`config.mk`:
```
export PLATFORM = sky130hd
export DESIGN_NAME = ota_block_receive_tracker
export DESIGN_NICKNAME = d
export VERILOG_FILES = /design/src/hw/rtl/ota_brt_pkg.sv /design/src/hw/rtl/ota_brt_front.sv /design/src/hw/rtl/ota_brt_queue.sv /design/src/hw/rtl/ota_brt_back.sv /design/src/hw/rtl/ota_block_receive_tracker.sv
export VERILOG_INCLUDE_DIRS = /design/src /design/src/hw/rtl
export SDC_FILE = /design/constraint.sdc
export NUM_CORES = 2
export LEC_CHECK = 0
export ABC_AREA = 0
export BUFFER_PORTS_ARGS = -buffer_cell sky130_fd_sc_hd__buf_2
export CORE_MARGIN = 1
export CORE_UTILIZATION = 60
export CTS_BUF_LIST = sky130_fd_sc_hd__clkbuf_4
export CTS_CLUSTER_DIAMETER = 60
export DETAILED_ROUTE_END_ITERATION = 8
export PLACE_DENSITY_LB_ADDON = 0.05
export SKIP_LAST_GASP = 1
export SLEW_MARGIN = 20
export SYNTH_ARGS = -nofsm -noshare
export SYNTH_HDL_FRONTEND = slang
export SYNTH_SLANG_ARGS = --single-unit
```
`constraint.sdc`:
```
create_clock -name clk -period 7.4 [get_ports clk]
set_clock_uncertainty 0.2 [all_clocks]
set_input_delay 0.74 -clock clk [delete_from_list [all_inputs] [get_ports clk]]
set_output_delay 0.74 -clock clk [all_outputs]
set_load 0.01 [all_outputs]
```
`src/hw/rtl/assert_macros.svh`:
```
// ---------------------------------------------------------------------------
// Assertion macros shared by the receive tracker RTL
// ---------------------------------------------------------------------------
`ifndef ASSERT_MACROS_SVH
`define ASSERT_MACROS_SVH

// Checked on every edge out of reset.
`define ASSERT_CLK(label, prop, msg) \
  label: assert property (@(posedge clk) disable iff (!rst_n) prop) else $error(msg);

// Checked on every edge, reset included.
`define ASSERT_ALWAYS(label, prop, msg) \
  label: assert property (@(posedge clk) prop) else $error(msg);

`endif

```
`src/hw/rtl/ota_brt_pkg.sv`:
```
// ---------------------------------------------------------------------------
// ota_brt_pkg
// Shared constants and types of the firmware-chunk receive tracker.
// ---------------------------------------------------------------------------
package ota_brt_pkg;

  localparam int NUM_BLOCKS = 1024;

  // Bitmap stored as rows of ROW_W bits, one valid flag per row.
  localparam int ROW_W  = (NUM_BLOCKS < 32) ? NUM_BLOCKS : 32;
  localparam int ROWS   = (NUM_BLOCKS + ROW_W - 1) / ROW_W;
  localparam int BIT_W  = (ROW_W > 1) ? $clog2(ROW_W) : 1;
  localparam int ROW_AW = (ROWS > 1) ? $clog2(ROWS) : 1;
  localparam int CNT_W  = $clog2(NUM_BLOCKS + 1);

  // Queue between front and back.
  localparam int QDEPTH = 2;
  localparam int QAW    = $clog2(QDEPTH);

  // Request class decided by the front end.
  localparam logic KIND_NACK  = 1'b0;
  localparam logic KIND_CHECK = 1'b1;

  // Acknowledgement codes.
  localparam logic ACK  = 1'b0;
  localparam logic NACK = 1'b1;

  typedef struct packed {
    logic        kind;
    logic [15:0] chunk_index;
    logic [15:0] chunk_total;
    logic        store_ok;
  } brt_item_t;

endpackage

```
`src/hw/rtl/ota_brt_front.sv`:
```
// ---------------------------------------------------------------------------
// ota_brt_front
// Holds the magic register, drops bad requests and classifies the rest.
// ---------------------------------------------------------------------------
module ota_brt_front import ota_brt_pkg::*; (
  input  logic        clk,
  input  logic        rst_n,
  input  logic        cfg_valid,
  output logic        cfg_ready,
  input  logic [15:0] cfg_data,
  input  logic        in_push,
  output logic        in_full,
  input  logic        in_length_ok,
  input  logic [15:0] in_magic,
  input  logic [15:0] in_chunk_index,
  input  logic [15:0] in_chunk_total,
  input  logic [15:0] in_received_crc,
  input  logic [15:0] in_computed_crc,
  input  logic        in_store_ok,
  input  logic        q_full,
  output logic        q_push,
  output brt_item_t   q_item
);

  logic [15:0] magic_r;
  logic [15:0] magic_nxt;
  logic        keep;
  logic        in_range;

  assign cfg_ready = 1'b1;
  assign magic_nxt = (cfg_valid && cfg_ready) ? cfg_data : magic_r;

  always_ff @(posedge clk) begin
    if (!rst_n) begin
      magic_r <= '0;
    end else begin
      magic_r <= magic_nxt;
    end
  end

  assign in_full  = q_full;
  assign keep     = in_length_ok && (in_magic == magic_r);
  assign in_range = ({1'b0, in_chunk_index} < 17'(NUM_BLOCKS));
  // dropped requests are accepted but never reach the queue
  assign q_push   = in_push && !q_full && keep;

  always_comb begin
    q_item.chunk_index = in_chunk_index;
    q_item.chunk_total = in_chunk_total;
    q_item.store_ok    = in_store_ok;
    if ((in_received_crc != in_computed_crc) || !in_range) begin
      q_item.kind = KIND_NACK;
    end else begin
      q_item.kind = KIND_CHECK;
    end
  end

endmodule

```
`src/hw/rtl/ota_brt_queue.sv`:
```
// ---------------------------------------------------------------------------
// ota_brt_queue
// Short FIFO of classified requests between front and back.
// ---------------------------------------------------------------------------
`include "assert_macros.svh"

module ota_brt_queue import ota_brt_pkg::*; (
  input  logic      clk,
  input  logic      rst_n,
  input  logic      push,
  input  brt_item_t push_item,
  output logic      full,
  input  logic      pop,
  output logic      empty,
  output brt_item_t pop_item
);

  brt_item_t        mem_r [QDEPTH];
  logic [QAW-1:0]   wptr_r, wptr_nxt;
  logic [QAW-1:0]   rptr_r, rptr_nxt;
  logic [QAW:0]     cnt_r, cnt_nxt;
  logic             do_push, do_pop;

  assign full     = (cnt_r == (QAW+1)'(QDEPTH));
  assign empty    = (cnt_r == '0);
  assign do_push  = push && !full;
  assign do_pop   = pop && !empty;
  assign pop_item = mem_r[rptr_r];

  always_comb begin
    wptr_nxt = wptr_r;
    rptr_nxt = rptr_r;
    cnt_nxt  = cnt_r;
    if (do_push) begin
      wptr_nxt = (wptr_r == QAW'(QDEPTH - 1)) ? '0 : wptr_r + 1'b1;
    end
    if (do_pop) begin
      rptr_nxt = (rptr_r == QAW'(QDEPTH - 1)) ? '0 : rptr_r + 1'b1;
    end
    if (do_push && !do_pop) begin
      cnt_nxt = cnt_r + 1'b1;
    end else if (do_pop && !do_push) begin
      cnt_nxt = cnt_r - 1'b1;
    end
  end

  always_ff @(posedge clk) begin
    if (!rst_n) begin
      wptr_r <= '0;
      rptr_r <= '0;
      cnt_r  <= '0;
    end else begin
      wptr_r <= wptr_nxt;
      rptr_r <= rptr_nxt;
      cnt_r  <= cnt_nxt;
    end
  end

  always_ff @(posedge clk) begin
    if (do_push) begin
      mem_r[wptr_r] <= push_item;
    end
  end

  `ASSERT_CLK(a_q_cnt_bound, cnt_r <= (QAW+1)'(QDEPTH), "queue count overrun")

endmodule

```
`src/hw/rtl/ota_brt_back.sv`:
```
// ---------------------------------------------------------------------------
// ota_brt_back
// Bitmap read-modify-write, stored count and result register.
// ---------------------------------------------------------------------------
`include "assert_macros.svh"

module ota_brt_back import ota_brt_pkg::*; (
  input  logic        clk,
  input  logic        rst_n,
  input  logic        q_empty,
  input  brt_item_t   q_item,
  output logic        q_pop,
  output logic        out_empty,
  input  logic        out_pop,
  output logic [15:0] out_chunk_echo,
  output logic        out_ack_status,
  output logic        out_write_payload,
  output logic        out_image_complete
);

  localparam logic S_IDLE = 1'b0;
  localparam logic S_WB   = 1'b1;

  logic              state_r, state_nxt;
  brt_item_t         item_r;
  logic [ROW_W-1:0]  mem [ROWS];
  logic [ROW_W-1:0]  rd_data_r;
  logic              rd_vld_r;
  logic [ROWS-1:0]   row_vld_r, row_vld_nxt;
  logic [CNT_W-1:0]  cnt_r, cnt_nxt;
  logic              out_vld_r, out_vld_nxt;
  logic [15:0]       out_chunk_r;
  logic              out_nack_r, out_wr_r, out_done_r;

  logic [ROW_AW-1:0] rd_row, wr_row;
  logic [BIT_W-1:0]  wr_bit;
  logic [ROW_W-1:0]  row_cur, row_new;
  logic              seen, wr_en, nack, done, slot_free, finish;
  logic [16:0]       cnt_inc;

  assign rd_row    = ROW_AW'(q_item.chunk_index >> BIT_W);
  assign wr_row    = ROW_AW'(item_r.chunk_index >> BIT_W);
  assign wr_bit    = BIT_W'(item_r.chunk_index);
  assign slot_free = !out_vld_r || out_pop;
  assign q_pop     = (state_r == S_IDLE) && !q_empty;
  assign finish    = (state_r == S_WB) && slot_free;

  // a row never written since reset reads as zero
  assign row_cur = rd_vld_r ? rd_data_r : '0;
  assign seen    = row_cur[wr_bit];

  always_comb begin
    row_new         = row_cur;
    row_new[wr_bit] = 1'b1;
  end

  assign wr_en   = finish && (item_r.kind == KIND_CHECK) && !seen && item_r.store_ok;
  assign cnt_inc = 17'(cnt_r) + 17'd1;
  assign done    = wr_en && (cnt_inc == {1'b0, item_r.chunk_total});

  always_comb begin
    if (item_r.kind == KIND_NACK) begin
      nack = NACK;
    end else if (seen) begin
      nack = ACK;
    end else if (item_r.store_ok) begin
      nack = ACK;
    end else begin
      nack = NACK;
    end
  end

  always_comb begin
    state_nxt   = state_r;
    row_vld_nxt = row_vld_r;
    cnt_nxt     = cnt_r;
    out_vld_nxt = out_vld_r && !out_pop;
    unique case (state_r)
      S_IDLE: begin
        if (q_pop) begin
          state_nxt = S_WB;
        end
      end
      S_WB: begin
        if (finish) begin
          state_nxt   = S_IDLE;
          out_vld_nxt = 1'b1;
        end
      end
      default: state_nxt = S_IDLE;
    endcase
    if (wr_en) begin
      row_vld_nxt[wr_row] = 1'b1;
      cnt_nxt             = cnt_r + 1'b1;
    end
  end

  always_ff @(posedge clk) begin
    if (!rst_n) begin
      state_r   <= S_IDLE;
      row_vld_r <= '0;
      cnt_r     <= '0;
      out_vld_r <= 1'b0;
    end else begin
      state_r   <= state_nxt;
      row_vld_r <= row_vld_nxt;
      cnt_r     <= cnt_nxt;
      out_vld_r <= out_vld_nxt;
    end
  end

  // bitmap: read on pop, written back from S_WB once the result slot is free
  always_ff @(posedge clk) begin
    if (q_pop) begin
      rd_data_r <= mem[rd_row];
      rd_vld_r  <= row_vld_r[rd_row];
      item_r    <= q_item;
    end
    if (wr_en) begin
      mem[wr_row] <= row_new;
    end
  end

  always_ff @(posedge clk) begin
    if (finish) begin
      out_chunk_r <= item_r.chunk_index;
      out_nack_r  <= nack;
      out_wr_r    <= wr_en;
      out_done_r  <= done;
    end
  end

  assign out_empty          = !out_vld_r;
  assign out_chunk_echo     = out_chunk_r;
  assign out_ack_status     = out_nack_r;
  assign out_write_payload  = out_wr_r;
  assign out_image_complete = out_done_r;

  `ASSERT_CLK(a_cnt_step, wr_en |=> (cnt_r == $past(cnt_r) + 1'b1), "count not bumped")
  `ASSERT_CLK(a_row_marked, wr_en |=> row_vld_r[$past(wr_row)], "row flag not set")
  `ASSERT_CLK(a_done_needs_wr, (out_vld_r && out_done_r) |-> (out_wr_r && !out_nack_r),
              "completion without store")

endmodule

```
`src/hw/rtl/ota_block_receive_tracker.sv`:
```
// ---------------------------------------------------------------------------
// ota_block_receive_tracker
// Firmware-chunk receive tracker: bitmap of stored blocks and ACK/NACK.
// ---------------------------------------------------------------------------
// Usage:
//   Input queue (in_push/in_full): one decoded packet header per request.
//   Headers with a bad length or wrong magic word are taken and dropped.
//   Every other header yields one result on the output queue
//   (out_empty/out_pop): chunk echo, ACK/NACK, payload-write strobe and
//   image-complete flag, in arrival order.
//   cfg_valid/cfg_ready/cfg_data write the expected magic word; cfg_ready is
//   always high. Write it only while the block is idle.
// Timing:
//   Front end classifies in the accept cycle and pushes into a 2-entry queue.
//   Back end takes one request at a time: it reads the bitmap row on pop,
//   then does the modify/write-back and result load in S_WB once the result
//   slot is free. No new request is popped before the last has finished.
//   On its way a request is held in the queue, item_r and the result register.
// Reset (rst_n, synchronous, active low) clears the queue, count, magic word
//   and the per-row flags, so the whole bitmap reads as zero at once.
// A stalled receiver holds the result register; the back end waits, the
//   queue fills and in_full then pushes back on the sender.
// ---------------------------------------------------------------------------
module ota_block_receive_tracker import ota_brt_pkg::*; (
  input  logic        clk,
  input  logic        rst_n,
  // configuration
  input  logic        cfg_valid,
  output logic        cfg_ready,
  input  logic [15:0] cfg_data,
  // request side
  input  logic        in_push,
  output logic        in_full,
  input  logic        in_length_ok,
  input  logic [15:0] in_magic,
  input  logic [15:0] in_chunk_index,
  input  logic [15:0] in_chunk_total,
  input  logic [15:0] in_received_crc,
  input  logic [15:0] in_computed_crc,
  input  logic        in_store_ok,
  // result side
  output logic        out_empty,
  input  logic        out_pop,
  output logic [15:0] out_chunk_echo,
  output logic        out_ack_status,
  output logic        out_write_payload,
  output logic        out_image_complete
);

  // front -> queue
  logic      fq_push;
  logic      fq_full;
  brt_item_t fq_item;
  // queue -> back
  logic      qb_pop;
  logic      qb_empty;
  brt_item_t qb_item;

  ota_brt_front u_front (
    .clk             (clk),
    .rst_n           (rst_n),
    .cfg_valid       (cfg_valid),
    .cfg_ready       (cfg_ready),
    .cfg_data        (cfg_data),
    .in_push         (in_push),
    .in_full         (in_full),
    .in_length_ok    (in_length_ok),
    .in_magic        (in_magic),
    .in_chunk_index  (in_chunk_index),
    .in_chunk_total  (in_chunk_total),
    .in_received_crc (in_received_crc),
    .in_computed_crc (in_computed_crc),
    .in_store_ok     (in_store_ok),
    .q_full          (fq_full),
    .q_push          (fq_push),
    .q_item          (fq_item)
  );

  ota_brt_queue u_queue (
    .clk       (clk),
    .rst_n     (rst_n),
    .push      (fq_push),
    .push_item (fq_item),
    .full      (fq_full),
    .pop       (qb_pop),
    .empty     (qb_empty),
    .pop_item  (qb_item)
  );

  ota_brt_back u_back (
    .clk                (clk),
    .rst_n              (rst_n),
    .q_empty            (qb_empty),
    .q_item             (qb_item),
    .q_pop              (qb_pop),
    .out_empty          (out_empty),
    .out_pop            (out_pop),
    .out_chunk_echo     (out_chunk_echo),
    .out_ack_status     (out_ack_status),
    .out_write_payload  (out_write_payload),
    .out_image_complete (out_image_complete)
  );

endmodule

```
-- Word-level counts from Yosys, hierarchy flattened
Memory sizes are Yosys's and may differ from the RTL's. A register that Yosys moved wholly into a read port is not among the register bits.
Index checks and enable logic that the tools add are counted.
- add/sub/neg operators: 6
- $lt $le $gt $ge: 6
- equal/unequal tests: 4
- muxes and demuxes: 27
- bitwise gates (word level): 3
- reductions and logical operators: 28
- operator list (kind ; number):
    bitwise OR 32 bit ; 2
    2-to-1 mux 32 bit ; 1
    2-to-1 mux 1 bit ; 19
    less-than comparator 5 x 6 -> 1 bit, second input constant ; 3
    equality test 17 x 16 -> 1 bit ; 1
    equality test 16 bit ; 1
    logical AND 1 bit ; 16
    less-than comparator 16 x 11 -> 1 bit, second input constant ; 1
    != test 16 bit ; 1
    adder 11 x 1 -> 12 bit, second input constant ; 1
    adder 11 x 1 -> 11 bit, second input constant ; 1
    binary-select mux 1 bit (select 5 bit) ; 2
    demux 1 bit (select 5 bit) ; 2
    greater-or-equal comparator 5 x 1 -> 1 bit, second input constant ; 2
    zero test 1 bit ; 8
    2-to-1 mux 2 bit ; 2
    adder 1 bit, second input constant ; 2
    adder 2 x 1 -> 2 bit, second input constant ; 1
    equality test 2 bit, second input constant ; 1
    zero test 2 bit ; 1
    logical OR 1 bit ; 2
    case mux 1 bit (2 select lines) ; 1
    nonzero test 2 bit ; 1
    subtractor 2 x 1 -> 2 bit, second input constant ; 1
    inverter 1 bit ; 1
- bits in registers: 119
- RAM bits: 1092
- output and inout bits: 22
- word-level logic and storage cells: 93
- memories kept: 2
- memory list (memory ; words ; width ; rd ports ; clocked after Yosys merged registers in ; wr ports ; RTL line ; RTL):
    u_back.mem ; 32 ; 32 ; 1 ; 1 ; 1 ; ota_brt_back.sv:26 ; logic [ROW_W-1:0] mem [ROWS];
    u_queue.mem_r ; 2 ; 34 ; 1 ; 1 ; 1 ; ota_brt_queue.sv:18 ; brt_item_t mem_r [QDEPTH];

-- Longest topological paths before layout
- depth after elaboration: 9
- depth in mapped cells: 12
- mapped depth without buffers: 8

-- Cells and area by module
A second synthesis with hierarchy kept.
- cell total of the unflattened synthesis: 2177
- area total of the unflattened synthesis: 48441.5 um^2
- modules (own cells, without submodules) (module ; times used ; cells an instance ; area each (um^2)):
    ota_brt_back ; 1 ; 1912 ; 44512.7
    ota_brt_queue ; 1 ; 131 ; 2686.3
    ota_brt_front ; 1 ; 134 ; 1242.4

-- Least setup slack after synthesis
OpenSTA, ideal clock, no wires.
- path kind: input to register
- start point: input port out_pop
- end point: memory u_back.mem[17][0] (netlist bit), enable pin
- arrival: 5.434 ns
- required time: 6.739 ns
- setup slack: 1.305 ns
- stages: 7
- buffers on the path: 2
- path through: inv_1 > a21boi_0 > and3_1 > nand2b_1 > buf_2 > clkbuf_1 > nor3_1
- cells in the longest elaborated chain, start to end: 7
- ends and longest elaborated chain (what ; RTL line ; RTL):
    from (decl) ; ota_block_receive_tracker.sv:43 ; input logic out_pop,
    logical OR 1 bit ; ota_brt_back.sv:44 ; assign slot_free = !out_vld_r || out_pop;
    logical AND 1 bit ; ota_brt_back.sv:46 ; assign finish = (state_r == S_WB) && slot_free;
    net u_back.finish ; ota_brt_back.sv:38 ; logic seen, wr_en, nack, done, slot_free, finish;
    logical AND 1 bit (3 in series) ; ota_brt_back.sv:57 ; assign wr_en = finish && (item_r.kind == KIND_CHECK) && !seen && item_r.store_ok;
    2-to-1 mux 1 bit ; ota_brt_back.sv:119 ; if (wr_en) begin
    2-to-1 mux 1 bit (not written as such) ; ota_brt_back.sv:120 ; mem[wr_row] <= row_new;
    to (decl) ; ota_brt_back.sv:26 ;
The timed path passes the listed nets, and every way through them passes these cells.

-- Worst setup path after layout
- start point: register u_back.rd_vld_r
- end point: register u_back.row_vld_r[15]
- cells in the longest elaborated chain, start to end: 6
- ends and longest elaborated chain (what ; RTL line ; RTL):
    from (decl) ; ota_brt_back.sv:28 ; logic rd_vld_r;
    from (signal assigned) ; ota_brt_back.sv:116 ; rd_vld_r <= row_vld_r[rd_row];
    2-to-1 mux 32 bit ; ota_brt_back.sv:49 ; assign row_cur = rd_vld_r ? rd_data_r : '0;
    binary-select mux 1 bit (select 5 bit) ; ota_brt_back.sv:50 ; assign seen = row_cur[wr_bit];
    2-to-1 mux 1 bit (not written as such) ; ota_brt_back.sv:50 ;
    zero test 1 bit ; ota_brt_back.sv:57 ;
    logical AND 1 bit (2 in series) ; ota_brt_back.sv:57 ;
    to (signal assigned) ; ota_brt_back.sv:106 ; row_vld_r <= row_vld_nxt;
    to (decl) ; ota_brt_back.sv:29 ; logic [ROWS-1:0] row_vld_r, row_vld_nxt;
Every way passes these cells. The select of a mux whose other input is x is not followed.
A chain may end at the register's enable or synchronous reset.

==> metrics.txt <==
power per cell area 331 mW/mm²; H-tree depth 5; wire length per cell 27.1 µm; leak pwr 20.0 nW; GRT overflow 0; asr flop ratio synth 0; post-synthesis cell type count 54; ys flop type edfxtp_1; commonest cells after routing, fill and taps aside edfxtp_1, clkbuf_4, nand2_1; DR vias 33000; Die ar. 0.0862 mm²; gpl congestion 0.903; Worst Path Required 8.21 ns; cts bufs inserted 322; status complete, no violations; Post-CTS Setup Bufs 0; fin nets 3873; Hold Path Depth 2; register area share after synthesis 0.719; Die Width ~300 µm; CTS max path bufs 4; Crit-path slowest cell clkinv_1; first-pass GRT wire length 204000 µm; synthesized area per cell around 15 µm²; CTS sink cnt 1244; Post-synth EDFFs 1178; endpoint of the worst hold path u_queue.mem_r[1][20]; Peak Freq 0.174 GHz; hold crit path type primary input to flop; count of final setup violators 0; initial antenna violation count 4; IO buf count 123; critical path, cell by cell nand2_1, o22ai_1, a22oi_1, nand4_1, nand2b_2, clkinv_1, a32o_1; fill count 5799; Area Growth Syn to Fin 13.2%; Final ANT Viol Nets 0; starting density of the core 0.608; # IOs 125; max-cap viol count 0; Syn Inst Count 3396; Worst Setup End Kind flop; Startpoint Class flop; DRC 0; worst-skew pair later-pin latency 1.17 ns; mapped cell area roughly 0.05 mm²; final max-slew violation count 0; setup_tns 0 ns; kind of critical path flop to flop; Final Hold Vio Count 0; reg2reg end u_back.row_vld_r[15]; DRT Pass-1 Iters 7; Worst Max-Slew Pin Slew 1.15 ns; Root Driver clkbuf_4; vias in the first global route ~33000; Die Y 294 µm; Clock transition at path regs 0.07 ns; Rel. slew slack 0.233; Tcrit/Tclk final 0.775; CP peak stage delay about 1.1 ns; Max FO, Critical Path 35; r2r setup slk 1.66 ns; Vias/cell 6.48; TritonCTS clock tree built; Routed WL 138000 µm; fraction of layout cells with a size suffix above 1 0.227; most common cell after layout, fill and taps aside edfxtp_1; flops & latches, synth 1244; WP buf/inv 1; DP HPWL 74100 µm; RSZ-0062 raised after global routing false; final worst path period need 5.74 ns; Tot Pwr 19.1 mW; CP top delay family simple AND/OR/NAND/NOR gates; crit path DAT 6.55 ns; Core ar. ~0.084 mm²; total track usage 0.323; Std-Cell Rows 106; R2R cell count 7; largest net degree at the start of global routing 152; Worst Hold Launch in_chunk_index[3]; warnings from Yosys 0; Starting DRT DRC Count 4438; R2R Path Start u_back.rd_vld_r; Synthesized Nets 3501; VDD IR max 0.329 mV
registers in the layout, summed over array words and instances, names as in the netlist, named ones only:
name	count
u_back.row_vld_r	32
u_back.rd_vld_r	1
u_back.out_chunk_echo	16
u_back.cnt_r	11
u_front.magic_r	16
u_back.out_ack_status	1
u_back.mem	1024
u_back.out_image_complete	1
u_back.rd_data_r	32
u_back.out_write_payload	1
u_queue.mem_r	68
u_queue.rptr_r	1
u_back.state_r	1
u_queue.wptr_r	1
u_back.out_vld_r	1
u_queue.cnt_r	2
u_back.item_r	34
routing by layer:
| layer | global-route usage | part of all wire | vias to the layer above |
|---|---|---|---|
| met4 | 0.136 | 0.035 | 0 |
| met5 | 0 | 0 | - |
| li1 | - | - | 14300 |
| met2 | 0.511 | 0.48 | 2034 |
| met3 | 0.0856 | 0.11 | 316 |
| met1 | 0.427 | 0.38 | 16400 |
repair_timing:
item / 4_1_cts / 5_1_grt
gates resized for setup: 0 / 0
hold buffers: 76 / 0
endpoints found under the hold margin: 125 / 0
metrics by stage:
step	std cells	hold slack (ns)	util	setup slack, ns	area [µm²]
floorplan	3396	0.200	-	1.30	51000
global placement	4501	0.202	0.633	2.07	53100
detailed placement	4501	0.210	0.633	1.95	53200
CTS	5101	0.00299	0.688	1.89	57700
global route	5103	0.0508	0.688	1.47	57800
finish	5103	0.101	0.688	1.66	57800
kinds of logic after synthesis:
kind of cell,share of synthesized area
adders and majority gates,0.000490
and+or+nand+nor,0.0683
AOI/OAI and AO/OA,0.0948
DFF,0.719
muxes,0.0811
other,0.0000735
buffers and inverters,0.0273
xor gates and xnor gates,0.00909
cells in the mapped netlist, drive strengths merged (3+ instances only):
| master | count | area share |
|---|---|---|
| nand3b | 5 | 0.00074 |
| o21ai | 37 | 0.0036 |
| mux2i | 177 | 0.035 |
| o311ai | 24 | 0.0041 |
| a32oi | 32 | 0.0055 |
| inv | 74 | 0.0054 |
| a22o | 25 | 0.0043 |
| xnor2 | 22 | 0.0038 |
| nand2b | 7 | 0.00086 |
| nand4 | 9 | 0.0011 |
| dfxtp | 66 | 0.026 |
| or2 | 6 | 0.00074 |
| edfxtp | 1178 | 0.69 |
| mux4 | 90 | 0.040 |
| nor2b | 4 | 0.00049 |
| o22ai | 9 | 0.0011 |
| a311oi | 4 | 0.00069 |
| a22oi | 57 | 0.0084 |
| a211oi | 85 | 0.013 |
| nor2 | 33 | 0.0024 |
| or4 | 4 | 0.00059 |
| a32o | 37 | 0.0073 |
| and3b | 4 | 0.00069 |
| and2 | 3 | 0.00037 |
| buf | 89 | 0.0092 |
| nor4 | 10 | 0.0012 |
| nor3b | 6 | 0.00088 |
| o31ai | 37 | 0.0054 |
| nand2 | 371 | 0.027 |
| and3 | 30 | 0.0037 |
| clkbuf | 170 | 0.013 |
| xor2 | 31 | 0.0053 |
| or3 | 10 | 0.0012 |
| nand3 | 219 | 0.021 |
| o211ai | 121 | 0.018 |
| mux2 | 29 | 0.0064 |
| o311a | 7 | 0.0014 |
| a21oi | 218 | 0.021 |
| a221oi | 4 | 0.00069 |
| nor3 | 39 | 0.0038 |
cell type report:
class	count	area [µm²]	share of cell area
Antenna cell	1	2.50	0.0000433
Clock buffer	447	3360	0.0581
Clock inverter	77	457	0.00791
Inverter	76	304	0.00526
Multi-Input combinational cell	1817	13200	0.229
Sequential cell	1244	36700	0.635
Tap cell	1134	1420	0.0246
Timing Repair Buffer	307	2290	0.0397
worst max-delay path by stage:
stage	to	cells after the start	start
6_report	u_back.row_vld_r[15]	7	u_back.rd_vld_r
5_1_grt	u_back.row_vld_r[15]	7	u_back.rd_vld_r
4_1_cts	u_back.row_vld_r[15]	7	u_back.rd_vld_r
3_5_place_dp	u_back.row_vld_r[2]	7	u_back.rd_vld_r
3_3_place_gp	u_back.out_image_complete	7	u_back.rd_vld_r
2_1_floorplan	u_back.mem[17][0]	7	out_pop
power breakdown:
| group | leakage [nW] | internal, mW | switching (mW) |
|---|---|---|---|
| Clock | 2.29 | 2.98 | 2.65 |
| Sequential | 11.3 | 8.86 | 0.262 |
| Combinational | 6.41 | 1.27 | 3.12 |
| Total | 20.0 | 13.1 | 6.03 |
(Power assumes the default switching activity.)
